[config.mk]
export PLATFORM = sky130hd
export DESIGN_NAME = ffa_ram
export DESIGN_NICKNAME = d
export VERILOG_FILES = /design/src/design/ffa_ram.sv
export SDC_FILE = /design/constraint.sdc
export NUM_CORES = 1
export LEC_CHECK = 0
export BUFFER_PORTS_ARGS = -buffer_cell sky130_fd_sc_hd__buf_2
export CORE_ASPECT_RATIO = 0.7
export CORE_UTILIZATION = 37
export CTS_BUF_LIST = sky130_fd_sc_hd__clkbuf_16
export DETAILED_ROUTE_END_ITERATION = 7
export PLACE_DENSITY_LB_ADDON = 0.2
export SKIP_LAST_GASP = 1
export SYNTH_ARGS = -nofsm -noshare
export SYNTH_HDL_FRONTEND = slang
export SYNTH_SLANG_ARGS = --single-unit
export TNS_END_PERCENT = 1
[constraint.sdc]
create_clock -name i_clk -period 1.8 [get_ports i_clk]
set_input_delay 0.18 -clock i_clk [delete_from_list [all_inputs] [get_ports i_clk]]
set_output_delay 0.18 -clock i_clk [all_outputs]
set_load 0.02 [all_outputs]
[src/design/ffa_ram.sv]
`default_nettype none
// ----------------------------------------------------------------------------
// ffa_ram
// Generic simple dual-port RAM, one write and one registered read per cycle.
// ----------------------------------------------------------------------------
module ffa_ram #(
    parameter  int WIDTH  = 8,
    parameter  int DEPTH  = 16,
    localparam int AW     = $clog2(DEPTH)
) (
    input  wire logic             i_clk,
    input  wire logic             i_wr_en,
    input  wire logic [AW-1:0]    i_wr_addr,
    input  wire logic [WIDTH-1:0] i_wr_data,
    input  wire logic             i_rd_en,
    input  wire logic [AW-1:0]    i_rd_addr,
    output logic      [WIDTH-1:0] o_rd_data
);

    logic [WIDTH-1:0] r_mem [DEPTH];

    always_ff @(posedge i_clk) begin
        if (i_wr_en) begin
            r_mem[i_wr_addr] <= i_wr_data;
        end
        if (i_rd_en) begin
            o_rd_data <= r_mem[i_rd_addr];
        end
    end

endmodule
`default_nettype wire

==> impl_results.md <==
* Status: completed
* RSZ-0062 raised after global routing: no
* Drc violations at 0
* Arr. time, crit path at 1.63 ns
* Switching power at 1458 uW
* Core area at 13490 um2
* Die X-Extent at 144.1 um
* Critical path type: reg -> reg
* DIE AREA at 14620 um2
* Clock buffer count from CTS at 17
* Hold Path Depth at 1
* Crit share post-route at 0.8211
* Port-buffer cells at 26
* Largest net degree at the start of global routing at 33
* Chip Height at 101.5 um
* FMAX at 676.6 MHz
* Post-layout min period at 1.478 ns
* Synth Area per Inst at 22.83 um2
* Setup Fix Bufs, Post-CTS at 0
* Clk pin slew, worst setup/hold paths at 0.06 ns
* Gr ovfl total at 0
* Routability Congestion at 0.6993
* Clk_lat worst skew at 0.40 ns
* Number of synthesized flops with an enable pin at 136
* Critical path endpoint category: flip-flop
* DR pass1 iterations at 4
* Post-route clock skew at 0.004896 ns
* Pwr per Cell Area at 1237 nW/um2
* Root Driver: clkbuf_16
* DR WL/cell at 21.35 um
* Total vias in the final route at 2471
* CTS Buffer Depth at 2
* Synth cell count leaders: edfxtp_1 (136), mux4_2 (18), a22oi_1 (16), mux4_1 (14), nor2_1 (13)
* Reg power frac at 0.455
* Filler instances at 1165
* Least-Margin Pin Slew at 0.4190 ns
* Antenna fix cells at 0
* Vias per std cell at 5.127
* Synth async-reset ratio at 0
* CTS sink count at 136
* Initial antenna violation count at 0
* Final Max Tran Viols at 0
* CTS Hold Bufs at 0
* Critical Path RT at 1.95 ns
* Syn-to-layout area delta at 22.02%
* Layout cell share with drive strength beyond 1 at 0.3199
* Fin nets at 304
* Post-CTS sizing at 0
* Peak VDD IR at 0.0005809 V
* Clock power frac at 0.501
* Routed Antenna Nets at 0
* Pleak at 0.002162 uW
* Yosys cell types at 18
* Gr usage total at 0.1576
* Sw frac at 0.1847
* Drt first-iter violations at 183
* Relative slew slack at 0.7207
* Finish-stage setup viols at 0
* Post-synthesis register bit count at 136
* Top-count cell post-synth: edfxtp_1
* Combinational Power Share at 0.044
* CP Max Fanout at 1
* Critical path startpoint category: flip-flop
* Worst hold margin at 0.1441 ns
* CTS tree: built
* Row Count at 35
* Cell internal pwr at 6435 uW
* Synth area leader: edfxtp_1
* Initial Util at 0.3876
* First-pass GRT wire length at 15770 um
* Main synth FF type: edfxtp_1
* Synth warnings at 0
* Largest cells by area after synthesis: edfxtp_1 (78%), mux4_2 (7.8%), mux4_1 (7.0%)
* Setup TNS Final at 0 ns
* Synth Cell Area at 5228 um2
* H-Tree Depth at 4
* Post-synthesis sequential area ratio at 0.7812
* Hpwl dp at 6753 um
* Post-Synthesis Cells at 229
* Max cap viols at 0
* Vias in the first global route at 2515
* Post-synth top area share at 0.7812
* Class of the worst hold path: in -> reg
* Boundary Pins at 27
* Drt total wl at 10290 um
* R2r worst-path depth at 3
* Fin. Hold Viols at 0
* Synthesized Nets at 248
registers in the layout, summed over array words and instances (netlist names):
| register | flops |
|---|---|
| o_rd_data | 8 |
| r_mem | 128 |
placed cells by master, fill, tap and decap left out, drive strengths merged, types with 4 or more instances in the layout:
| master | count |
|---|---|
| edfxtp | 136 |
| buf | 47 |
| mux4 | 32 |
| clkbuf | 17 |
| a22oi | 16 |
| nor2 | 13 |
| nand2 | 9 |
| bufinv | 7 |
| nor3 | 4 |
| clkinv | 4 |
critical path, cell delays in order (launching register included):
cell,delay [ns]
edfxtp_1,0.37
mux4_1,0.52
a22oi_1,0.26
nand2_1,0.08
layer usage:
layer	GRT usage	routed length, um	part of all wire
met3	0.04161	600	0.058
met1	0.2482	5354	0.52
met5	0	0	0
met2	0.2100	4256	0.41
met4	0.04910	79	0.0077
through the flow:
| stage | instances | power, uW | area, um2 | util | setup WS, ns |
|---|---|---|---|---|---|
| 3_5_place_dp | 451 | 4012 | 5698 | 0.4224 | 0.02230 |
| 5_1_grt | 482 | 8129 | 6379 | 0.4729 | 0.2280 |
| 2_1_floorplan | 229 | 3848 | 5228 | - | 0.1271 |
| 4_1_cts | 482 | 7953 | 6379 | 0.4729 | 0.2884 |
| 3_3_place_gp | 451 | 4005 | 5698 | 0.4224 | 0.009820 |
| 6_report | 482 | 7892 | 6379 | 0.4729 | 0.3220 |
cell families after synthesis:
logic type,share of synthesized area
mux,0.1479
simple gates,0.03136
compound gates,0.02298
flops,0.7812
buf+inv,0.01651
final timing paths:
check,from,endpoint,slack (ns)
worst min-delay path,i_rd_en,o_rd_data[2],0.14
worst min register to register,r_mem[7][3],o_rd_data[3],0.75
worst max register to register,r_mem[10][3],o_rd_data[3],0.32
worst max-delay path,r_mem[10][3],o_rd_data[3],0.32
cell type report:
type | count | area, um2 | share of cell area
Tap cell | 185 | 231.5 | 0.03629
Sequential cell | 136 | 4084 | 0.6403
Timing Repair Buffer | 47 | 325.3 | 0.05100
Clock inverter | 14 | 255.2 | 0.04002
Multi-Input combinational cell | 83 | 1057 | 0.1658
Clock buffer | 17 | 425.4 | 0.06669
power groups by stage:
stage / clock, uW / combinational, uW / sequential (uW)
detailed placement: 0 / 355 / 3660
CTS: 4010 / 355 / 3590
global route: 4150 / 379 / 3590
floorplan: 0 / 180 / 3670
finish: 3950 / 348 / 3590
global placement: 0 / 350 / 3660
Power figures use the tool's default switching activity.
