--- src/design/ffa_pkg.sv ---
`default_nettype none
// ----------------------------------------------------------------------------
// ffa_pkg
// Shared constants, types and state codes of the first-fit heap allocator.
// ----------------------------------------------------------------------------
package ffa_pkg;

    // Arena geometry
    localparam int ARENA_BYTES  = 4096;
    localparam int HEADER_BYTES = 12;

    // Field widths of the request and response transfers
    localparam int REQ_W = 12;
    localparam int TAG_W = 8;
    localparam int OUT_W = 12;

    // Header store: one entry per arena offset
    localparam int ADDR_W = $clog2(ARENA_BYTES);
    // Offsets and sizes hold the arena length and the sum of offset and size
    localparam int OFF_W  = ADDR_W + 1;
    localparam int HDR_W  = OFF_W + TAG_W;
    // Width for compares that mix sizes, offsets and request fields
    localparam int CALC_W = (OFF_W > 13) ? OFF_W + 1 : 14;

    localparam logic KIND_ALLOC = 1'b0;
    localparam logic KIND_FREE  = 1'b1;

    localparam logic ST_OK       = 1'b0;
    localparam logic ST_NO_SPACE = 1'b1;

    localparam logic [TAG_W-1:0] TAG_FREE = '0;

    typedef logic [OFF_W-1:0]  t_off;
    typedef logic [ADDR_W-1:0] t_addr;

    typedef struct packed {
        t_off              size;
        logic [TAG_W-1:0]  tag;
    } t_hdr;

    // Header store access issued by the walker
    typedef struct packed {
        logic  rd_en;
        t_addr rd_addr;
        logic  wr_en;
        t_addr wr_addr;
        t_hdr  wr_data;
    } t_mem_cmd;

    typedef struct packed {
        logic             status;
        logic [OUT_W-1:0] payload_offset;
    } t_result;

    typedef enum logic [3:0] {
        S_INIT,
        S_IDLE,
        S_A_CHK,
        S_A_SPLIT,
        S_F_CHK,
        S_C_START,
        S_C_LOAD,
        S_C_CHK,
        S_DONE
    } t_state;

endpackage
`default_nettype wire

--- src/design/ffa_req_if.sv ---
`default_nettype none
// ----------------------------------------------------------------------------
// ffa_req_if
// Request channel: allocate or free, with valid/ready handshake.
// ----------------------------------------------------------------------------
interface ffa_req_if;
    logic                      valid;
    logic                      ready;
    logic                      kind;
    logic [ffa_pkg::REQ_W-1:0] request_bytes;
    logic [ffa_pkg::TAG_W-1:0] owner_tag;
    logic [ffa_pkg::REQ_W-1:0] release_offset;

    modport source (
        output valid, kind, request_bytes, owner_tag, release_offset,
        input  ready
    );
    modport sink (
        input  valid, kind, request_bytes, owner_tag, release_offset,
        output ready
    );
endinterface
`default_nettype wire

--- src/design/ffa_walker.sv ---
`default_nettype none
// ----------------------------------------------------------------------------
// ffa_walker
// Header chain sequencer: allocate scan, release lookup and merge pass.
// ----------------------------------------------------------------------------
module ffa_walker (
    input  wire logic              i_clk,
    input  wire logic              i_rst_n,
    ffa_req_if.sink                i_req,
    output ffa_pkg::t_mem_cmd      o_mem,
    input  wire logic [ffa_pkg::HDR_W-1:0] i_rd_data,
    output logic                   o_res_valid,
    output ffa_pkg::t_result       o_res,
    input  wire logic              i_res_ready
);
    import ffa_pkg::*;

    t_state           r_state, n_state;
    t_off             r_off, n_off;
    t_off             r_nxt, n_nxt;
    t_off             r_csize, n_csize;
    logic [TAG_W-1:0] r_ctag, n_ctag;
    logic [REQ_W-1:0] r_req, n_req;
    logic [TAG_W-1:0] r_tag, n_tag;
    logic [REQ_W-1:0] r_target, n_target;
    t_result          r_res, n_res;

    t_hdr              rd_hdr;
    logic              accept;
    logic              rel_ok;
    logic [CALC_W-1:0] c_h, c_arena, c_size, c_req;
    logic [CALC_W-1:0] walk_next, lo_off, lo_size, first_nxt, chain_nxt, merged_size;
    logic [CALC_W-1:0] poff_sum;
    logic              a_fit, a_split, walk_end, f_hit, f_cont;
    logic              first_end, chain_end, c_merge;

    assign rd_hdr  = t_hdr'(i_rd_data);
    assign accept  = i_req.valid && i_req.ready;
    assign rel_ok  = i_req.release_offset >= REQ_W'(HEADER_BYTES);

    assign c_h     = CALC_W'(HEADER_BYTES);
    assign c_arena = CALC_W'(ARENA_BYTES);
    assign c_size  = CALC_W'(rd_hdr.size);
    assign c_req   = CALC_W'(r_req);

    // allocate scan
    assign a_fit     = (rd_hdr.tag == TAG_FREE) && (c_size >= c_req);
    assign a_split   = c_size > (c_req + c_h);
    assign walk_next = CALC_W'(r_off) + c_h + c_size;
    assign walk_end  = walk_next >= c_arena;
    assign lo_off    = CALC_W'(r_off) + c_h + c_req;
    assign lo_size   = c_size - c_h - c_req;
    assign poff_sum  = CALC_W'(r_off) + c_h;

    // release lookup
    assign f_hit  = CALC_W'(r_off) == CALC_W'(r_target);
    assign f_cont = !walk_end && (walk_next <= CALC_W'(r_target));

    // merge pass: the next header always follows the one just read
    assign first_nxt   = c_h + c_size;
    assign first_end   = first_nxt >= c_arena;
    assign chain_nxt   = CALC_W'(r_nxt) + c_h + c_size;
    assign chain_end   = chain_nxt >= c_arena;
    assign c_merge     = (r_ctag == TAG_FREE) && (rd_hdr.tag == TAG_FREE);
    assign merged_size = CALC_W'(r_csize) + c_size + c_h;

    // next state
    always_comb begin
        n_state = r_state;
        unique case (r_state)
            S_INIT: begin
                n_state = S_IDLE;
            end
            S_IDLE: begin
                if (accept) begin
                    if (i_req.kind == KIND_ALLOC) begin
                        n_state = S_A_CHK;
                    end else if (rel_ok) begin
                        n_state = S_F_CHK;
                    end else begin
                        n_state = S_C_START;
                    end
                end
            end
            S_A_CHK: begin
                if (a_fit) begin
                    n_state = a_split ? S_A_SPLIT : S_DONE;
                end else if (walk_end) begin
                    n_state = S_DONE;
                end
            end
            S_A_SPLIT: begin
                n_state = S_DONE;
            end
            S_F_CHK: begin
                if (f_hit || !f_cont) begin
                    n_state = S_C_START;
                end
            end
            S_C_START: begin
                n_state = S_C_LOAD;
            end
            S_C_LOAD: begin
                n_state = first_end ? S_DONE : S_C_CHK;
            end
            S_C_CHK: begin
                if (chain_end) begin
                    n_state = S_DONE;
                end
            end
            S_DONE: begin
                if (i_res_ready) begin
                    n_state = S_IDLE;
                end
            end
            default: begin
                n_state = S_INIT;
            end
        endcase
    end

    // outputs and datapath
    always_comb begin
        n_off    = r_off;
        n_nxt    = r_nxt;
        n_csize  = r_csize;
        n_ctag   = r_ctag;
        n_req    = r_req;
        n_tag    = r_tag;
        n_target = r_target;
        n_res    = r_res;
        o_mem    = '0;
        i_req.ready = 1'b0;
        o_res_valid = 1'b0;

        unique case (r_state)
            S_INIT: begin
                // one free block spanning the arena
                o_mem.wr_en   = 1'b1;
                o_mem.wr_addr = '0;
                o_mem.wr_data = '{size: OFF_W'(ARENA_BYTES - HEADER_BYTES), tag: TAG_FREE};
            end
            S_IDLE: begin
                i_req.ready = 1'b1;
                if (accept) begin
                    n_req    = i_req.request_bytes;
                    n_tag    = i_req.owner_tag;
                    n_target = i_req.release_offset - REQ_W'(HEADER_BYTES);
                    n_off    = '0;
                    n_res    = '{status: ST_OK, payload_offset: '0};
                    if ((i_req.kind == KIND_ALLOC) || rel_ok) begin
                        o_mem.rd_en   = 1'b1;
                        o_mem.rd_addr = '0;
                    end
                end
            end
            S_A_CHK: begin
                if (a_fit) begin
                    n_res = '{status: ST_OK, payload_offset: poff_sum[OUT_W-1:0]};
                    o_mem.wr_en = 1'b1;
                    if (a_split) begin
                        // leftover first; the granted header follows next cycle
                        o_mem.wr_addr = lo_off[ADDR_W-1:0];
                        o_mem.wr_data = '{size: lo_size[OFF_W-1:0], tag: TAG_FREE};
                    end else begin
                        o_mem.wr_addr = r_off[ADDR_W-1:0];
                        o_mem.wr_data = '{size: rd_hdr.size, tag: r_tag};
                    end
                end else begin
                    n_off = walk_next[OFF_W-1:0];
                    if (walk_end) begin
                        n_res = '{status: ST_NO_SPACE, payload_offset: '0};
                    end else begin
                        o_mem.rd_en   = 1'b1;
                        o_mem.rd_addr = walk_next[ADDR_W-1:0];
                    end
                end
            end
            S_A_SPLIT: begin
                o_mem.wr_en   = 1'b1;
                o_mem.wr_addr = r_off[ADDR_W-1:0];
                o_mem.wr_data = '{size: c_req[OFF_W-1:0], tag: r_tag};
            end
            S_F_CHK: begin
                if (f_hit) begin
                    o_mem.wr_en   = 1'b1;
                    o_mem.wr_addr = r_off[ADDR_W-1:0];
                    o_mem.wr_data = '{size: rd_hdr.size, tag: TAG_FREE};
                end else if (f_cont) begin
                    n_off         = walk_next[OFF_W-1:0];
                    o_mem.rd_en   = 1'b1;
                    o_mem.rd_addr = walk_next[ADDR_W-1:0];
                end
            end
            S_C_START: begin
                n_off         = '0;
                o_mem.rd_en   = 1'b1;
                o_mem.rd_addr = '0;
            end
            S_C_LOAD: begin
                n_csize = rd_hdr.size;
                n_ctag  = rd_hdr.tag;
                n_nxt   = first_nxt[OFF_W-1:0];
                if (!first_end) begin
                    o_mem.rd_en   = 1'b1;
                    o_mem.rd_addr = first_nxt[ADDR_W-1:0];
                end
            end
            S_C_CHK: begin
                if (c_merge) begin
                    // absorb the next block into the current one
                    n_csize       = merged_size[OFF_W-1:0];
                    o_mem.wr_en   = 1'b1;
                    o_mem.wr_addr = r_off[ADDR_W-1:0];
                    o_mem.wr_data = '{size: merged_size[OFF_W-1:0], tag: r_ctag};
                end else begin
                    n_off   = r_nxt;
                    n_csize = rd_hdr.size;
                    n_ctag  = rd_hdr.tag;
                end
                n_nxt = chain_nxt[OFF_W-1:0];
                if (!chain_end) begin
                    o_mem.rd_en   = 1'b1;
                    o_mem.rd_addr = chain_nxt[ADDR_W-1:0];
                end
            end
            S_DONE: begin
                o_res_valid = 1'b1;
            end
            default: begin
            end
        endcase
    end

    assign o_res = r_res;

    always_ff @(posedge i_clk) begin
        if (!i_rst_n) begin
            r_state <= S_INIT;
        end else begin
            r_state <= n_state;
        end
        r_off    <= n_off;
        r_nxt    <= n_nxt;
        r_csize  <= n_csize;
        r_ctag   <= n_ctag;
        r_req    <= n_req;
        r_tag    <= n_tag;
        r_target <= n_target;
        r_res    <= n_res;
    end

endmodule
`default_nettype wire

--- src/flat_wrapper.sv ---
// flat-port wrapper written by rule: the top's interface ports become plain ports
module ffa_walker_flat import ffa_pkg::*;
  (i_clk, i_rst_n, o_mem, i_rd_data, o_res_valid, o_res, i_res_ready, i_req_valid, i_req_kind, i_req_request_bytes, i_req_owner_tag, i_req_release_offset, i_req_ready);
  ffa_req_if i_req_i ();
  input  wire logic i_clk;
  input  wire logic i_rst_n;
  output ffa_pkg::t_mem_cmd o_mem;
  input  wire logic [ffa_pkg::HDR_W-1:0] i_rd_data;
  output logic o_res_valid;
  output ffa_pkg::t_result o_res;
  input  wire logic i_res_ready;
  input wire logic [$bits(i_req_i.valid)-1:0] i_req_valid;
  input wire logic [$bits(i_req_i.kind)-1:0] i_req_kind;
  input wire logic [$bits(i_req_i.request_bytes)-1:0] i_req_request_bytes;
  input wire logic [$bits(i_req_i.owner_tag)-1:0] i_req_owner_tag;
  input wire logic [$bits(i_req_i.release_offset)-1:0] i_req_release_offset;
  output wire logic [$bits(i_req_i.ready)-1:0] i_req_ready;
  assign i_req_i.valid = i_req_valid;
  assign i_req_i.kind = i_req_kind;
  assign i_req_i.request_bytes = i_req_request_bytes;
  assign i_req_i.owner_tag = i_req_owner_tag;
  assign i_req_i.release_offset = i_req_release_offset;
  assign i_req_ready = i_req_i.ready;
  ffa_walker u_core (.i_clk(i_clk), .i_rst_n(i_rst_n), .i_req(i_req_i), .o_mem(o_mem), .i_rd_data(i_rd_data), .o_res_valid(o_res_valid), .o_res(o_res), .i_res_ready(i_res_ready));
endmodule
--- config.mk ---
export PLATFORM = sky130hd
export DESIGN_NAME = ffa_walker_flat
export DESIGN_NICKNAME = d
export VERILOG_FILES = /design/src/design/ffa_pkg.sv /design/src/design/ffa_req_if.sv /design/src/design/ffa_walker.sv /design/src/flat_wrapper.sv
export SDC_FILE = /design/constraint.sdc
export NUM_CORES = 1
export LEC_CHECK = 0
export BUFFER_PORTS_ARGS = -buffer_cell sky130_fd_sc_hd__buf_2
export CORE_MARGIN = 5
export CORE_UTILIZATION = 30
export CTS_CLUSTER_DIAMETER = 80
export DETAILED_ROUTE_END_ITERATION = 8
export GPL_TIMING_DRIVEN = 0
export HOLD_SLACK_MARGIN = 0.05
export PLACE_DENSITY = 0.56
export SLEW_MARGIN = 0
export SYNTH_ARGS = -nofsm -noshare
export SYNTH_HDL_FRONTEND = slang
export SYNTH_SLANG_ARGS = --single-unit
--- constraint.sdc ---
create_clock -name i_clk -period 7.42 [get_ports i_clk]
set_input_delay 0.371 -clock i_clk [delete_from_list [all_inputs] [get_ports i_clk]]
set_output_delay 0.371 -clock i_clk [all_outputs]
set_load 0.05 [all_outputs]
==> flow_summary_export.csv <==
group,metric,value,unit
synth,synth.avg_cell_area,9.22,um^2
timing,finalCriticalPeriod,6210,ps
detailed_routing,drtIter0Drc,719,
power_and_ir_drop,peakVddDrop,0.229,mV
power_and_ir_drop,leakage,0.00467,uW
setup_path,critPathKind,"reg2out",
finish,antennaDiodeCount,0,
cts,post_cts_buffers,0,
hold_path,hold_path.class,"in2reg",
floorplan,core,30500,um^2
synth,syn-instance-count,1002,
synth,ys.flop_type,"edfxtp_1",
finish,syn2layout_area_growth,15.2,%
power_and_ir_drop,p_sw,2190,uW
synth,async_flop_share,0,%
timing,fin_skew,13.3,ps
setup_path,critPathMaxFanout,10,
place,hpwl,24.5,mm
detailed_routing,ant_nets,0,
power_and_ir_drop,p_per_area,392,nW/um^2
timing,setup_viol,0,
outcome,outcome,"completed",
timing,max-slew-margin-rel,20.2,%
synth,ys_ff_latch,96,
synth,synth_edf_count,92,
power_and_ir_drop,total_power,4170,uW
grt,grt_pass1_wl,45.6,mm
finish,nFillCells,3168,
floorplan,start_util,30.3,%
setup_path,startpoint_type,"register",
timing,finalSetupTns,0,ps
timing,fmax,161,MHz
setup_path,r2r_cells,18,
floorplan,row_count,64,
finish,design_area,10600,um^2
cts,cts-htree-levels,3,
synth,netlist_area,9240,um^2
floorplan,ios,120,
cts,clockBufferDepth,2,
synth,ys_types,81,
detailed_routing,drc,0,
cts,cts.sink_count,96,
finish,fin_nets,1329,
cts,cts_tree,"built",
place,numPortBuffers,119,
hold_path,hold_path_startpoint,"i_req_owner_tag[0]",
job,cap_viol_max_count,0,
grt,overflow,0,
finish,post_route_cells_drive_above_1_share,15.0,%
setup_path,critPathRequiredTime,7050,ps
detailed_routing,wl_per_cell,20.0,um
synth,netlist.area_leader.share,29.9,%
timing,max_slew.worst_pin.slew,1200,ps
synth,syn_nets,1197,
timing,rsz0062_at_grt,"no",
floorplan,die_w,185,um
synth,yosys_warnings,0,
power_and_ir_drop,p_sw_share,52.5,%
setup_path,r2r_end,"u_core.r_off[12]",
detailed_routing,dr_total_vias,8088,
place,placed_area,10300,um^2
grt,gr-usage-all-layers,17.5,%
hold_path,hold_depth,1,
cts,cts_buffers,9,
power_and_ir_drop,combPwrFrac,66.2,%
synth,synth_area_leaders,"edfxtp_1, ha_1, xnor2_1",
setup_path,end_kind,"primary output",
detailed_routing,drt_first_pass_iters,5,
timing,finalHoldViolCount,0,
power_and_ir_drop,clock_power_share,11.9,%
cts,cts_root_buf,"clkbuf_16",
power_and_ir_drop,p_int,1980,uW
synth,yosysTopAreaCell,"edfxtp_1",
timing,fin_crit_sh,83.8,%
finish,final_cells,1534,
setup_path,cp.arrival,5840,ps
grt,antenna_found_initial,0,
synth,ys_seq_area_share,30.8,%
place,place_congestion,0.930,
grt,grt_start_max_net_pins,34,
floorplan,dieArea,34400,um^2
detailed_routing,routed_via_density,5.27,
cts,clk_pin_slew_worst_paths,80,ps
grt,grt_pass1_vias,7728,
timing,slew_violations,0,
place,dp_cells,1518,
cts,postCtsHoldBufs,0,
setup_path,rr_startpoint,"u_core.r_off[2]",
cts,worstSkewPairLatency,370,ps
detailed_routing,drt-total-wl,30.7,mm
setup_path,worst-r2r-setup-slack,2350,ps
hold_path,hold_end,"u_core.r_tag[0]",
power_and_ir_drop,pwr-share-seq,21.9,%
cts,cts.repair.resized,0,
floorplan,dieHeight,185,um
[worst max path at each step]
stage,startpoint,to,slack [ps],depth (start not counted)
6_report,u_core.r_off[2],o_mem[34],1210,21
5_1_grt,u_core.r_off[2],o_mem[34],880,21
4_1_cts,u_core.r_off[2],o_mem[35],1240,21
3_5_place_dp,u_core.r_off[2],o_mem[35],1670,21
3_3_place_gp,u_core.r_off[2],o_mem[35],1730,21
2_1_floorplan,u_core.r_req[2],o_mem[4],2230,12
[per-stage QoR]
stage	hold slack (ps)	util [%]	worst slack, ps
after floorplan	470	-	2230
after global placement	549	33.9	1730
final	177	34.9	1210
after global routing	172	34.9	879
after detailed placement	549	33.9	1670
after CTS	169	34.9	1240
[state kept, by name (all words and copies together), names as in the netlist]
register	cells
u_core.r_state	4
u_core.r_req	12
u_core.r_tag	8
u_core.o_res	13
u_core.r_off	13
u_core.r_target	12
u_core.r_ctag	8
u_core.r_nxt	13
u_core.r_csize	13
[layout make-up]
class                           instances  area [um^2]  share of cell area (%)
Multi-Input combinational cell        781         5910                    55.5
Sequential cell                        96         2840                    26.7
Timing Repair Buffer                  121          611                    5.74
Tap cell                              396          495                    4.65
Inverter                              105          394                    3.70
Clock buffer                            9          225                    2.12
Buffer                                 20         95.1                   0.893
Clock inverter                          6         68.8                   0.646
[cells in the final DEF, fill, tap and decap left out, types with 6 or more instances in the layout]
| master | count |
|---|---|
| ha_1 | 129 |
| buf_2 | 123 |
| inv_1 | 104 |
| edfxtp_1 | 92 |
| nand2_1 | 79 |
| nor2_1 | 76 |
| a21oi_1 | 59 |
| xnor2_1 | 54 |
| o21ai_0 | 40 |
| xor2_1 | 36 |
| nor3_1 | 26 |
| a22o_1 | 23 |
| a21o_1 | 17 |
| nand3_1 | 16 |
| nor2b_1 | 14 |
| nand4_1 | 13 |
| and2_1 | 13 |
| clkbuf_1 | 13 |
| nor4_1 | 12 |
| or3_1 | 11 |
| o21a_1 | 11 |
| o211ai_1 | 9 |
| clkbuf_16 | 9 |
| nand2b_1 | 8 |
| a31oi_1 | 8 |
| a221o_1 | 8 |
| fa_1 | 8 |
| a22oi_1 | 7 |
| a211o_1 | 6 |
[synthesized netlist by cell type (all sizes together), types with 6 or more instances]
master  count
a211o       6
a211oi      7
a21o       17
a21oi      61
a221o       8
a221oi      6
a22o       23
a22oi       7
a31oi       8
and2       13
buf         7
clkbuf     13
edfxtp     92
fa          8
ha        129
inv       105
nand2      79
nand2b      8
nand3      17
nand4      14
nor2       76
nor2b      14
nor3       27
nor4       13
o211ai     11
o21a       11
o21ai      43
or3        11
xnor2      54
xor2       36
[critical path, stage by stage (launching register included)]
cell	delay, ps
edfxtp_1	530
inv_1	160
ha_1	290
nor2_1	180
xor2_1	410
ha_1	380
a21oi_1	130
o21ai_0	120
or3_1	370
o21ba_2	240
xnor2_1	150
inv_1	140
ha_1	320
nand4_1	110
nor2_1	60
a211oi_1	270
o21ai_0	210
a211oi_4	530
buf_6	220
a22oi_1	70
o21ai_0	220
buf_2	360
[metal layers]
layer  part of all wire (%)  vias to the layer above  global-route usage (%)
met5                      0                        -                       0
met4                    2.1                        0                    4.61
met3                    6.2                       35                    2.31
met2                     47                      280                    29.2
met1                     45                     3841                    24.0
li1                       -                     3932                       -
[power by group through the flow]
stage | logic, uW | clock network [uW] | registers [uW]
floorplan | 1950 | 0 | 955
global placement | 2700 | 0 | 926
detailed placement | 2730 | 0 | 925
CTS | 2750 | 505 | 913
global route | 3020 | 521 | 925
finish | 2760 | 496 | 913
[kinds of logic (layout without fill, tap and decap cells)]
kind of cell	count (synthesis)	in the layout	share of synthesized area [%]
adders and majority gates	137	137	19.2
muxes	6	6	0.664
DFF	96	96	30.8
xor gates and xnor gates	90	90	8.53
AOI/OAI and AO/OA	247	247	19.2
buffers and inverters	125	261	5.30
and+or+nand+nor	301	301	16.3
No activity file was read; power rests on OpenSTA's default activity.
