==> src/design/ffa_pkg.sv <==
`default_nettype none
// ----------------------------------------------------------------------------
// ffa_pkg
// Shared constants, types and state codes of the first-fit heap allocator.
// ----------------------------------------------------------------------------
package ffa_pkg;

    // Arena geometry
    localparam int ARENA_BYTES  = 4096;
    localparam int HEADER_BYTES = 12;

    // Field widths of the request and response transfers
    localparam int REQ_W = 12;
    localparam int TAG_W = 8;
    localparam int OUT_W = 12;

    // Header store: one entry per arena offset
    localparam int ADDR_W = $clog2(ARENA_BYTES);
    // Offsets and sizes hold the arena length and the sum of offset and size
    localparam int OFF_W  = ADDR_W + 1;
    localparam int HDR_W  = OFF_W + TAG_W;
    // Width for compares that mix sizes, offsets and request fields
    localparam int CALC_W = (OFF_W > 13) ? OFF_W + 1 : 14;

    localparam logic KIND_ALLOC = 1'b0;
    localparam logic KIND_FREE  = 1'b1;

    localparam logic ST_OK       = 1'b0;
    localparam logic ST_NO_SPACE = 1'b1;

    localparam logic [TAG_W-1:0] TAG_FREE = '0;

    typedef logic [OFF_W-1:0]  t_off;
    typedef logic [ADDR_W-1:0] t_addr;

    typedef struct packed {
        t_off              size;
        logic [TAG_W-1:0]  tag;
    } t_hdr;

    // Header store access issued by the walker
    typedef struct packed {
        logic  rd_en;
        t_addr rd_addr;
        logic  wr_en;
        t_addr wr_addr;
        t_hdr  wr_data;
    } t_mem_cmd;

    typedef struct packed {
        logic             status;
        logic [OUT_W-1:0] payload_offset;
    } t_result;

    typedef enum logic [3:0] {
        S_INIT,
        S_IDLE,
        S_A_CHK,
        S_A_SPLIT,
        S_F_CHK,
        S_C_START,
        S_C_LOAD,
        S_C_CHK,
        S_DONE
    } t_state;

endpackage
`default_nettype wire

==> src/design/ffa_rsp_if.sv <==
`default_nettype none
// ----------------------------------------------------------------------------
// ffa_rsp_if
// Response channel: status and payload offset, with valid/ready handshake.
// ----------------------------------------------------------------------------
interface ffa_rsp_if;
    logic                      valid;
    logic                      ready;
    logic                      status;
    logic [ffa_pkg::OUT_W-1:0] payload_offset;

    modport source (
        output valid, status, payload_offset,
        input  ready
    );
    modport sink (
        input  valid, status, payload_offset,
        output ready
    );
endinterface
`default_nettype wire

==> src/design/ffa_out_reg.sv <==
`default_nettype none
// ----------------------------------------------------------------------------
// ffa_out_reg
// Response holding register between the walker and the response channel.
// ----------------------------------------------------------------------------
module ffa_out_reg (
    input  wire logic              i_clk,
    input  wire logic              i_rst_n,
    input  wire logic              i_load,
    input  wire ffa_pkg::t_result  i_res,
    output logic                   o_can_load,
    ffa_rsp_if.source              o_rsp
);
    import ffa_pkg::*;

    logic    r_valid, n_valid;
    t_result r_res, n_res;

    assign o_can_load = !r_valid || o_rsp.ready;

    always_comb begin
        n_valid = r_valid;
        n_res   = r_res;
        if (i_load && o_can_load) begin
            n_valid = 1'b1;
            n_res   = i_res;
        end else if (o_rsp.ready) begin
            n_valid = 1'b0;
        end
    end

    assign o_rsp.valid          = r_valid;
    assign o_rsp.status         = r_res.status;
    assign o_rsp.payload_offset = r_res.payload_offset;

    always_ff @(posedge i_clk) begin
        if (!i_rst_n) begin
            r_valid <= 1'b0;
        end else begin
            r_valid <= n_valid;
        end
        r_res <= n_res;
    end

endmodule
`default_nettype wire

==> src/flat_wrapper.sv <==
// flat-port wrapper written by rule: the top's interface ports become plain ports
module ffa_out_reg_flat import ffa_pkg::*;
  (i_clk, i_rst_n, i_load, i_res, o_can_load, o_rsp_valid, o_rsp_status, o_rsp_payload_offset, o_rsp_ready);
  ffa_rsp_if o_rsp_i ();
  input  wire logic i_clk;
  input  wire logic i_rst_n;
  input  wire logic i_load;
  input  wire ffa_pkg::t_result i_res;
  output logic o_can_load;
  output wire logic [$bits(o_rsp_i.valid)-1:0] o_rsp_valid;
  output wire logic [$bits(o_rsp_i.status)-1:0] o_rsp_status;
  output wire logic [$bits(o_rsp_i.payload_offset)-1:0] o_rsp_payload_offset;
  input wire logic [$bits(o_rsp_i.ready)-1:0] o_rsp_ready;
  assign o_rsp_valid = o_rsp_i.valid;
  assign o_rsp_status = o_rsp_i.status;
  assign o_rsp_payload_offset = o_rsp_i.payload_offset;
  assign o_rsp_i.ready = o_rsp_ready;
  ffa_out_reg u_core (.i_clk(i_clk), .i_rst_n(i_rst_n), .i_load(i_load), .i_res(i_res), .o_can_load(o_can_load), .o_rsp(o_rsp_i));
endmodule
==> config.mk <==
export PLATFORM = sky130hd
export DESIGN_NAME = ffa_out_reg_flat
export DESIGN_NICKNAME = d
export VERILOG_FILES = /design/src/design/ffa_pkg.sv /design/src/design/ffa_rsp_if.sv /design/src/design/ffa_out_reg.sv /design/src/flat_wrapper.sv
export SDC_FILE = /design/constraint.sdc
export NUM_CORES = 1
export LEC_CHECK = 0
export BUFFER_PORTS_ARGS = -buffer_cell sky130_fd_sc_hd__buf_2
export CORE_AREA = 2 2 39 41
export DETAILED_ROUTE_END_ITERATION = 10
export DIE_AREA = 0 0 41 43
export GPL_TIMING_DRIVEN = 0
export MAX_ROUTING_LAYER = met4
export PLACE_DENSITY = 0.65
export RECOVER_POWER = 25
export SYNTH_ARGS = -nofsm -noshare
export SYNTH_HDL_FRONTEND = slang
export SYNTH_SLANG_ARGS = --single-unit
==> constraint.sdc <==
create_clock -name i_clk -period 1.1 [get_ports i_clk]
set_input_delay 0.22 -clock i_clk [delete_from_list [all_inputs] [get_ports i_clk]]
set_output_delay 0.22 -clock i_clk [all_outputs]
set_load 0.05 [all_outputs]
==> run metrics, run 1 <==
status completed; largest fanout on the critical path 1; grt total ovfl 0; Wirelength per Cell between 10 and 15 um; core box area around 1400 sq um; WP data required 0.88 ns; clk sink count 14; Worst Reg-to-Reg Cells 2; worst-margin pin slew about 0.25 ns; Tot Pwr 1.126 mW; Syn Nets 35; ANT nets after route 0; Compound-Gate Fraction of Synth Area 0.02514; share of the synthesized area in the top cell type 0.8715; Core Util, Final 0.5054; Hold/Removal Path Class in -> reg; Async SR Flop Fraction 0; worst setup path end o_rsp_payload_offset[3]; GP Congestion around 0.59; power density over cell area between 1500 and 2000 nW/um^2; Synth Area in XOR/XNOR 0; r2r setup slk roughly 0.12 ns; CTS tree built; Tcrit/Tclk final 0.9729; die area between 1500 and 2000 sq um; total wire length approximately 800 um; max-cap violations 0; Port Buf Inserts 31; cell row count 14; Final Skew approximately 0.0027 ns; arrival time worst endpoint about 0.85 ns; slew margin rel. 0.8330; Worst Setup SP u_core.o_rsp.payload_offset[3]; Clock Latency Late Sink between 0.2 and 0.3 ns; All-Layer GR Usage 0.09820; top-count cell post-synth edfxtp_1; CP max-delay cell edfxtp_1; worst stage delay on the critical path about 0.33 ns; die width between 40 and 50 um; CTS buffer count 3; final hold vios 0; biggest area consumer among synthesized cells edfxtp_1; number of flops mapped to enable cells by yosys 13; Top Ports 32; min Tclk post-route roughly 1.1 ns; mux cell area share after synthesis 0; Simple-Gate Fraction of Synth Area 0.05028; clock root buffer clkbuf_4; clock transition at the registers of the reported paths about 0.08 ns; Fillers 122; Syn-to-layout area delta 56.15%; largest net degree at the start of global routing 14; setup violators final 0; largest cells by area after synthesis edfxtp_1 87%, dfxtp_1 4.5%, nand2b_4 3.1%; Worst VDD drop about 0.00079 V; synth unique cells 6; Avg Synthesized Cell Area 24.89 sq um; crit start category flip-flop; first-pass GRT wire length 1076 um; leakage power between 0.3 and 0.4 nW; main combinational cell family by area after synthesis simple AND/OR/NAND/NOR gates; H-tree depth 1; fraction of the mapped netlist area in adder cells 0; via/cell ratio roughly 4; first-pass detailed-route iteration total 2; CTS Buffer Depth 2; RR Endpoint u_core.o_rsp.payload_offset[3]; Levels on crit path 1; worst reg2reg path startpoint u_core.o_rsp.valid; Diodes inserted 0; Most used DFF post-synth edfxtp_1; post-synthesis sequential area ratio 0.9162; Crit path max-delay family flip-flops; max-slew violations 0; initial core utilization 0.3237; DR iter-0 viols 1; Nets 72; total number of vias around 280; highest clock rate between 900 and 1000 MHz; yosys warns 0; RSZ-0062 raised after global routing false; initial antenna violation count 0; worst-path cell chain buf_2; CP Class reg -> out; Netlist Area Pre-Place roughly 450 sq um; CP Buf/Inv Count 1; DRC viols 0; Die Y roughly 43 um; Post-Syn Instances 18; critical path capture point type output port; vias in the first global route between 200 and 300; hold buffers post-CTS 0; layout cell share with drive strength beyond 1 0.7222; synthesized flop and latch total 14
## sequential cells by signal (all words and copies together), names as in the netlist
register,count
u_core.o_rsp.valid,1
u_core.o_rsp.status,1
u_core.o_rsp.payload_offset,12
## metrics by stage
step           area, sq um  setup WS, ns  hold slack [ns]  setup TNS, ns  cells
6_report             699.4       0.02977           0.1174              0     70
4_1_cts              661.9      0.009406           0.1101              0     69
3_5_place_dp         626.9        0.1221           0.3987              0     65
3_3_place_gp         626.9        0.1287           0.3972              0     65
5_1_grt              699.4     0.0006211           0.1102              0     70
2_1_floorplan        451.7      -0.03581           0.3189        -0.4655     18
## placed cells by master (no fill, tap or decap), drive strengths merged
master  instances
buf            32
edfxtp         13
clkbuf          3
nand2b          1
and2            1
inv             1
a21boi          1
clkinv          1
dfxtp           1
## final cells by class
cell class	count	area, sq um	share of cell area
Clock buffer	3	22.52	0.03220
Sequential cell	14	414.1	0.5921
Clock inverter	1	3.754	0.005367
Inverter	1	3.754	0.005367
Multi-Input combinational cell	3	33.78	0.04830
Tap cell	16	20.02	0.02862
Timing Repair Buffer	32	201.4	0.2880
## report_power, final
| group | internal (mW) | switching [mW] | total [mW] |
|---|---|---|---|
| registers | 0.617 | 0.00896 | 0.626 |
| clock network | 0.131 | 0.157 | 0.288 |
| logic | 0.0674 | 0.145 | 0.212 |
| total | 0.815 | 0.310 | 1.13 |
## how the worst min path moves through the flow
stage	start	depth (start not counted)	endpoint
after floorplan	i_res[0]	0	u_core.o_rsp.payload_offset[0]
after global placement	i_res[1]	1	u_core.o_rsp.payload_offset[1]
after detailed placement	i_res[6]	1	u_core.o_rsp.payload_offset[6]
after CTS	i_res[2]	1	u_core.o_rsp.payload_offset[2]
after global routing	i_res[2]	1	u_core.o_rsp.payload_offset[2]
final	i_res[2]	1	u_core.o_rsp.payload_offset[2]
## repair_timing
action / in CTS / in global routing
pin swaps: 0 / 0
endpoints found under the hold margin: 0 / 0
endpoints found under the setup margin: 2 / 10
setup buffers: 0 / 1
gates resized for setup: 3 / 20
## per-layer routing
metal | global-route usage | up-vias | wire (um) | share of wire
met5 | - | - | 0 | 0
met4 | 0.08000 | 0 | 0 | 0
met3 | 0.04712 | 0 | 136 | 0.17
met2 | 0.1031 | 29 | 302 | 0.38
met1 | 0.1364 | 114 | 361 | 0.45
li1 | - | 139 | - | -
## logic make-up after synthesis
family / after synthesis
compound gates: 1
flops: 14
buf+inv: 1
simple gates: 2
No activity file was read; power rests on OpenSTA's default activity.
==> run 2: changes to the inputs <==
--- a/config.mk
+++ b/config.mk
@@ -6,6 +6,7 @@
 export NUM_CORES = 1
 export LEC_CHECK = 0
 export BUFFER_PORTS_ARGS = -buffer_cell sky130_fd_sc_hd__buf_2
+export CAP_MARGIN = 20
 export CORE_AREA = 2 2 39 41
 export DETAILED_ROUTE_END_ITERATION = 10
 export DIE_AREA = 0 0 41 43
==> constraint.sdc (replaced) <==
create_clock -name i_clk -period 1 [get_ports i_clk]
set_input_delay 0.2 -clock i_clk [delete_from_list [all_inputs] [get_ports i_clk]]
set_output_delay 0.2 -clock i_clk [all_outputs]
set_load 0.05 [all_outputs]
==> run 2 against run 1 <==
The run now ends with negative setup slack left. Setup slack got worse by 0.071 ns. Sequential share of layout area fell by 4.9 points. Critical path depth rose by 1. Global-route usage rose by 0.84 points. Final cell count rose by 1.4%. Cell area rose by 8.9%. Clock skew rose by 0.0017 ns. Sequential power rose by 11%.
==> run metrics, run 2 (same netlist as run 1, synthesis figures left out) <==
GP Congestion 0.5945 (unchanged); cell row count 14 (unchanged); crit start category flip-flop (unchanged); Net Sw Frac 0.2714 (was 0.2758); Final Skew 0.004489 ns (was 0.002741 ns); die width 41 um (unchanged); largest net degree at the start of global routing 14 (unchanged); Worst Reg-to-Reg Cells 2 (unchanged); CTS tree built (unchanged); worst-margin pin slew 0.1690 ns (was 0.2522 ns); initial core utilization 0.3237 (unchanged); final hold vios 0 (unchanged); min Tclk post-route 1.041 ns; Die Y 43 um (unchanged); total wire length 814 um (was 800 um); power density over cell area 1661 nW/um^2 (was 1610 nW/um^2); DR iter-0 viols 2 (was 1); vias in the first global route 311 (was 272); Hold Path Depth 1 (unchanged); initial antenna violation count 0 (unchanged); first-pass GRT wire length 1186 um (was 1076 um); max reg flops 12 (unchanged); Worst VDD drop 0.0008768 V (was 0.0007915 V); hold endpoint u_core.o_rsp.payload_offset[2] (unchanged); critical path capture point type output port (unchanged); largest fanout on the critical path 3 (was 1); All-Layer GR Usage 0.1067 (was 0.09820); Flop pwr share 0.549 (was 0.556); WP data required 0.80 ns (was 0.88 ns); Port Buf Inserts 31 (unchanged); Clock Latency Late Sink 0.27 ns (about the same); clk sink count 14 (unchanged); status finished, violations left (was completed); cell area after layout 762.0 sq um (was 699.4 sq um); Wirelength per Cell 11.46 um (was 11.43 um); via/cell ratio 4.127 (was 4.029); first-pass detailed-route iteration total 2 (unchanged); hold_sp i_res[2] (unchanged); leakage power 0.3337 nW (was 0.3109 nW); DRC viols 0 (unchanged); slew margin rel. 0.8873 (was 0.8330); Top Ports 32 (unchanged); Syn-to-layout area delta 70.11% (was 56.15%); RR Endpoint u_core.o_rsp.payload_offset[3] (unchanged); Logic pwr share 0.203 (was 0.188); core box area 1384 sq um (unchanged); worst reg2reg path startpoint u_core.o_rsp.valid (unchanged); Diodes inserted 0 (unchanged); failing checks negative setup slack; setup violators final 15 (was 0); placed cell areas 626.9 sq um (unchanged); max-slew violations 0 (unchanged); total number of vias 293 (was 282); commonest non-fill, non-tap cell in the layout buf_2 (unchanged); RSZ-0062 raised after global routing true (was false); arrival time worst endpoint 0.84 ns (was 0.85 ns); die area 1763 sq um (unchanged); clock transition at the registers of the reported paths 0.08 ns (about the same); CTS buffer count 3 (unchanged); clock root buffer clkbuf_4 (unchanged); highest clock rate around 960 MHz; Internal Pwr Total 0.9221 mW (was 0.8155 mW); Hold/Removal Path Class in -> reg (unchanged); Clock power frac 0.247 (was 0.256); CTS Buffer Depth 2 (unchanged); max-cap violations 0 (unchanged); post-route setup slack -0.04128 ns (was 0.02977 ns); CP Class reg -> out (unchanged); Tcrit/Tclk final 1.041; commonest non-fill, non-tap cells in the layout 16 x buf_2, 13 x buf_6, 13 x edfxtp_1, 3 x clkbuf_4, 3 x buf_4 (was 20 x buf_2, 13 x edfxtp_1, 10 x buf_4, 3 x clkbuf_4); H-tree depth 1 (unchanged); r2r setup slk 0.03 ns (was 0.12 ns); Core Util, Final 0.5506 (was 0.5054); total net switching power 0.3434 mW (was 0.3105 mW); grt total ovfl 0 (unchanged); ANT nets after route 0 (unchanged); Tot Pwr 1.266 mW (was 1.126 mW); Nets 73 (was 72); layout cell share with drive strength beyond 1 0.7273 (was 0.7222)
-- run 2: final cells by class --
class,instances,area [sq um]
Clock buffer,3,22.52
Clock inverter,1,3.754
Timing Repair Buffer,33,264.0
Tap cell,16,20.02
Multi-Input combinational cell,3,33.78
Fill cell,113,621.8
Inverter,1,3.754
Sequential cell,14,414.1
-- run 2: repair_timing --
item,CTS,global route
setup buffers,1,1
hold buffers,0,0
pin swaps,0,1
gates resized for setup,30,0
setup endpoints to repair,15,28
gates cloned,0,0
-- run 2: stage by stage --
step / setup TNS [ns] / setup WS, ns / std cells / hold WS (ns)
2_1_floorplan: -1.766 / -0.1358 / 18 / 0.2989
3_3_place_gp: 0 / 0.04252 / 65 / 0.3772
3_5_place_dp: 0 / 0.03626 / 65 / 0.3787
4_1_cts: -0.5045 / -0.05263 / 70 / 0.09007
5_1_grt: -0.9188 / -0.07269 / 71 / 0.09022
6_report: -0.3390 / -0.04128 / 71 / 0.09774
-- run 2: critical path: stages, from the launching register on --
cell and delay [ns]:
dfxtp_4 0.35, nand2b_4 0.08, buf_8 0.14
-- run 2: worst max path at each step --
stage                       startpoint                        endpoint  slack, ns
finish              u_core.o_rsp.valid                      o_can_load      -0.04
global route        u_core.o_rsp.valid                      o_can_load      -0.07
CTS                 u_core.o_rsp.valid                      o_can_load      -0.05
detailed placement  u_core.o_rsp.valid  u_core.o_rsp.payload_offset[0]       0.04
global placement    u_core.o_rsp.valid  u_core.o_rsp.payload_offset[0]       0.04
floorplan           u_core.o_rsp.valid  u_core.o_rsp.payload_offset[0]      -0.14
-- run 2: power by group through the flow --
stage | combinational, mW | clock [mW] | sequential [mW]
floorplan | 0.0282 | 0 | 0.821
global placement | 0.211 | 0 | 0.700
detailed placement | 0.212 | 0 | 0.701
CTS | 0.256 | 0.327 | 0.695
global route | 0.273 | 0.343 | 0.699
finish | 0.257 | 0.313 | 0.695
-- run 2: layer usage --
metal / wire length (um) / up-vias / global-route usage
li1: - / 142 / -
met5: 0 / - / -
met3: 129 / 0 / 0.04712
met1: 334 / 122 / 0.1329
met2: 350 / 29 / 0.1313
met4: 0 / 0 / 0.08000
==> run 3: changes to the inputs <==
--- a/config.mk
+++ b/config.mk
@@ -14,6 +14,7 @@
 export MAX_ROUTING_LAYER = met4
 export PLACE_DENSITY = 0.65
 export RECOVER_POWER = 25
+export REMOVE_ABC_BUFFERS = 1
 export SYNTH_ARGS = -nofsm -noshare
 export SYNTH_HDL_FRONTEND = slang
 export SYNTH_SLANG_ARGS = --single-unit
==> constraint.sdc (replaced) <==
create_clock -name i_clk -period 1.3 [get_ports i_clk]
set_input_delay 0.26 -clock i_clk [delete_from_list [all_inputs] [get_ports i_clk]]
set_output_delay 0.26 -clock i_clk [all_outputs]
set_load 0.05 [all_outputs]
==> run 3 against run 2 <==
Setup slack better by 0.14 ns. Cell area decreased by 15%. Critical endpoint unchanged. Sequential cell count unchanged. Largest cell class unchanged. Clock power is 24% lower. Largest power group unchanged. Critical path type unchanged. The run now ends clean.
==> run metrics, run 3 (same netlist as run 1, synthesis figures left out) <==
status completed (was finished, violations left); die width 41 um (unchanged); highest clock rate roughly 830 MHz; clk sink count 14 (unchanged); worst reg2reg path startpoint u_core.o_rsp.valid (unchanged); CTS tree built (unchanged); die area 1763 sq um (unchanged); core box area 1384 sq um (unchanged); power density over cell area 1429 nW/um^2 (was 1661 nW/um^2); crit start category flip-flop (unchanged); CTS buffer count 3 (unchanged); layout cell share with drive strength beyond 1 0.6981 (was 0.7273); setup violators final 0 (was 15); first-pass detailed-route iteration total 2 (unchanged); arrival time worst endpoint 0.94 ns (was 0.84 ns); max-slew violations 0 (unchanged); max reg flops 12 (unchanged); Die Y 43 um (unchanged); Nets 71 (was 73); grt total ovfl 0 (unchanged); register area 410.4 sq um (was 414.1 sq um); cell row count 14 (unchanged); leakage power 0.2913 nW (was 0.3337 nW); ANT nets after route 0 (unchanged); Wirelength per Cell 10.70 um (was 11.46 um); CTS resizes 0 (was 30); worst stage delay on the critical path 0.34 ns (was 0.35 ns); DRC viols 0 (unchanged); total wire length 738 um (was 814 um); footprint of the multi-input gates 33.78 sq um (unchanged); CP Class reg -> out (unchanged); commonest non-fill, non-tap cell in the layout buf_2 (unchanged); Diodes inserted 0 (unchanged); Worst Reg-to-Reg Cells 2 (unchanged); clock transition at the registers of the reported paths 0.08 ns (about the same); slew margin rel. 0.8318 (was 0.8873); Syn-to-layout area delta 44.97% (was 70.11%); via/cell ratio 4.072 (was 4.127); Port Buf Inserts 31 (unchanged); Final Skew 0.007058 ns (was 0.004489 ns); max-cap violations 0 (unchanged); CP max-delay cell dfxtp_1 (was dfxtp_4); H-tree depth 1 (unchanged); hold_sp i_res[4] (was i_res[2]); worst-margin pin slew 0.2540 ns (was 0.1690 ns); min Tclk post-route between 1 and 1.5 ns; Tot Pwr 0.9279 mW (was 1.266 mW); critical path capture point type output port (unchanged); CP Buf/Inv Count 1 (unchanged); first-pass GRT wire length 1000 um (was 1186 um); Fillers 138 (was 113); Hold/Removal Path Class in -> reg (unchanged); Hold Path Depth 1 (unchanged); RR Endpoint u_core.o_rsp.payload_offset[0] (was u_core.o_rsp.payload_offset[3]); post-CTS setup buffers 0 (was 1); Worst VDD drop 0.0006041 V (was 0.0008768 V); vias in the first global route 240 (was 311); final hold vios 0 (unchanged); commonest non-fill, non-tap cells in the layout 31 x buf_2, 13 x edfxtp_1, 3 x clkbuf_4 (was 16 x buf_2, 13 x buf_6, 13 x edfxtp_1, 3 x clkbuf_4, 3 x buf_4); hold endpoint u_core.o_rsp.payload_offset[4] (was u_core.o_rsp.payload_offset[2]); largest net degree at the start of global routing 14 (unchanged); Tcrit/Tclk final 0.9213; CTS Buffer Depth 2 (unchanged); Top Ports 32 (unchanged); largest fanout on the critical path 3 (unchanged); total number of vias 281 (was 293); RSZ-0062 raised after global routing false (was true); initial core utilization 0.3237 (unchanged); DR iter-0 viols 2 (unchanged); initial antenna violation count 0 (unchanged); GP Congestion 0.5920 (was 0.5945); r2r setup slk 0.34 ns (was 0.03 ns); hold_ws 0.1615 ns (was 0.09774 ns); hold buffers post-CTS 0 (unchanged); WP data required 1.04 ns (was 0.80 ns); worst-path cell chain nand2b_4 > buf_2 (was nand2b_4 > buf_8); clock root buffer clkbuf_4 (unchanged); Crit path max-delay family flip-flops (unchanged); Clock Latency Late Sink 0.27 ns (about the same); All-Layer GR Usage 0.09544 (was 0.1067)
## run 3: cell types whose count changed in the layout (fill, tap and decap cells not counted)
cell,before,now
dfxtp_1,0,1
clkbuf_1,0,1
clkinv_1,1,0
buf_6,13,0
buf_2,16,31
dfxtp_4,1,0
buf_8,1,0
buf_4,3,0
## run 3: worst reg2reg max path, cell delays in order (launching register included)
cell and delay, ns:
dfxtp_1 0.34, nand2b_4 0.08, and2_4 0.24
## run 3: cell type report
class,instances,share of cell area
well taps,16,0.03083
inverters,1,0.005780
multi-input cells,3,0.05202
flip-flops and latches,14,0.6320
clock buffers,4,0.04046
repair buffers,31,0.2389
## run 3: how the worst max path moves through the flow
stage | from | end | slack (ns) | depth (start not counted)
3_5_place_dp | o_rsp_ready | u_core.o_rsp.status | 0.29 | 3
4_1_cts | u_core.o_rsp.valid | o_can_load | 0.08 | 2
6_report | u_core.o_rsp.valid | o_can_load | 0.10 | 2
2_1_floorplan | u_core.o_rsp.valid | u_core.o_rsp.payload_offset[0] | -0.1 | 2
3_3_place_gp | o_rsp_ready | u_core.o_rsp.status | 0.29 | 3
5_1_grt | u_core.o_rsp.valid | o_can_load | 0.05 | 2
## run 3: metal layers
metal  track usage  share of wire  vias to the layer above
met2        0.1156           0.39                       29
li1              -              -                      138
met4       0.08000              0                        0
met1        0.1135           0.45                      114
met5             -              0                        -
met3       0.04712           0.16                        0
## run 3: power breakdown
part | internal (mW) | total (mW) | switching [mW]
Clock | 0.119 | 0.237 | 0.119
Combinational | 0.0410 | 0.162 | 0.120
Sequential | 0.523 | 0.529 | 0.00644
## run 3: per-stage QoR
stage | worst slack [ns] | setup TNS (ns) | area [sq um] | cells | utilization
after floorplan | -0.09819 | -1.277 | 447.9 | 18 | -
after global placement | 0.2933 | 0 | 623.1 | 65 | 0.4503
after detailed placement | 0.2878 | 0 | 623.1 | 65 | 0.4503
after CTS | 0.08305 | 0 | 649.4 | 69 | 0.4693
after global routing | 0.04550 | 0 | 649.4 | 69 | 0.4693
final | 0.1023 | 0 | 649.4 | 69 | 0.4693
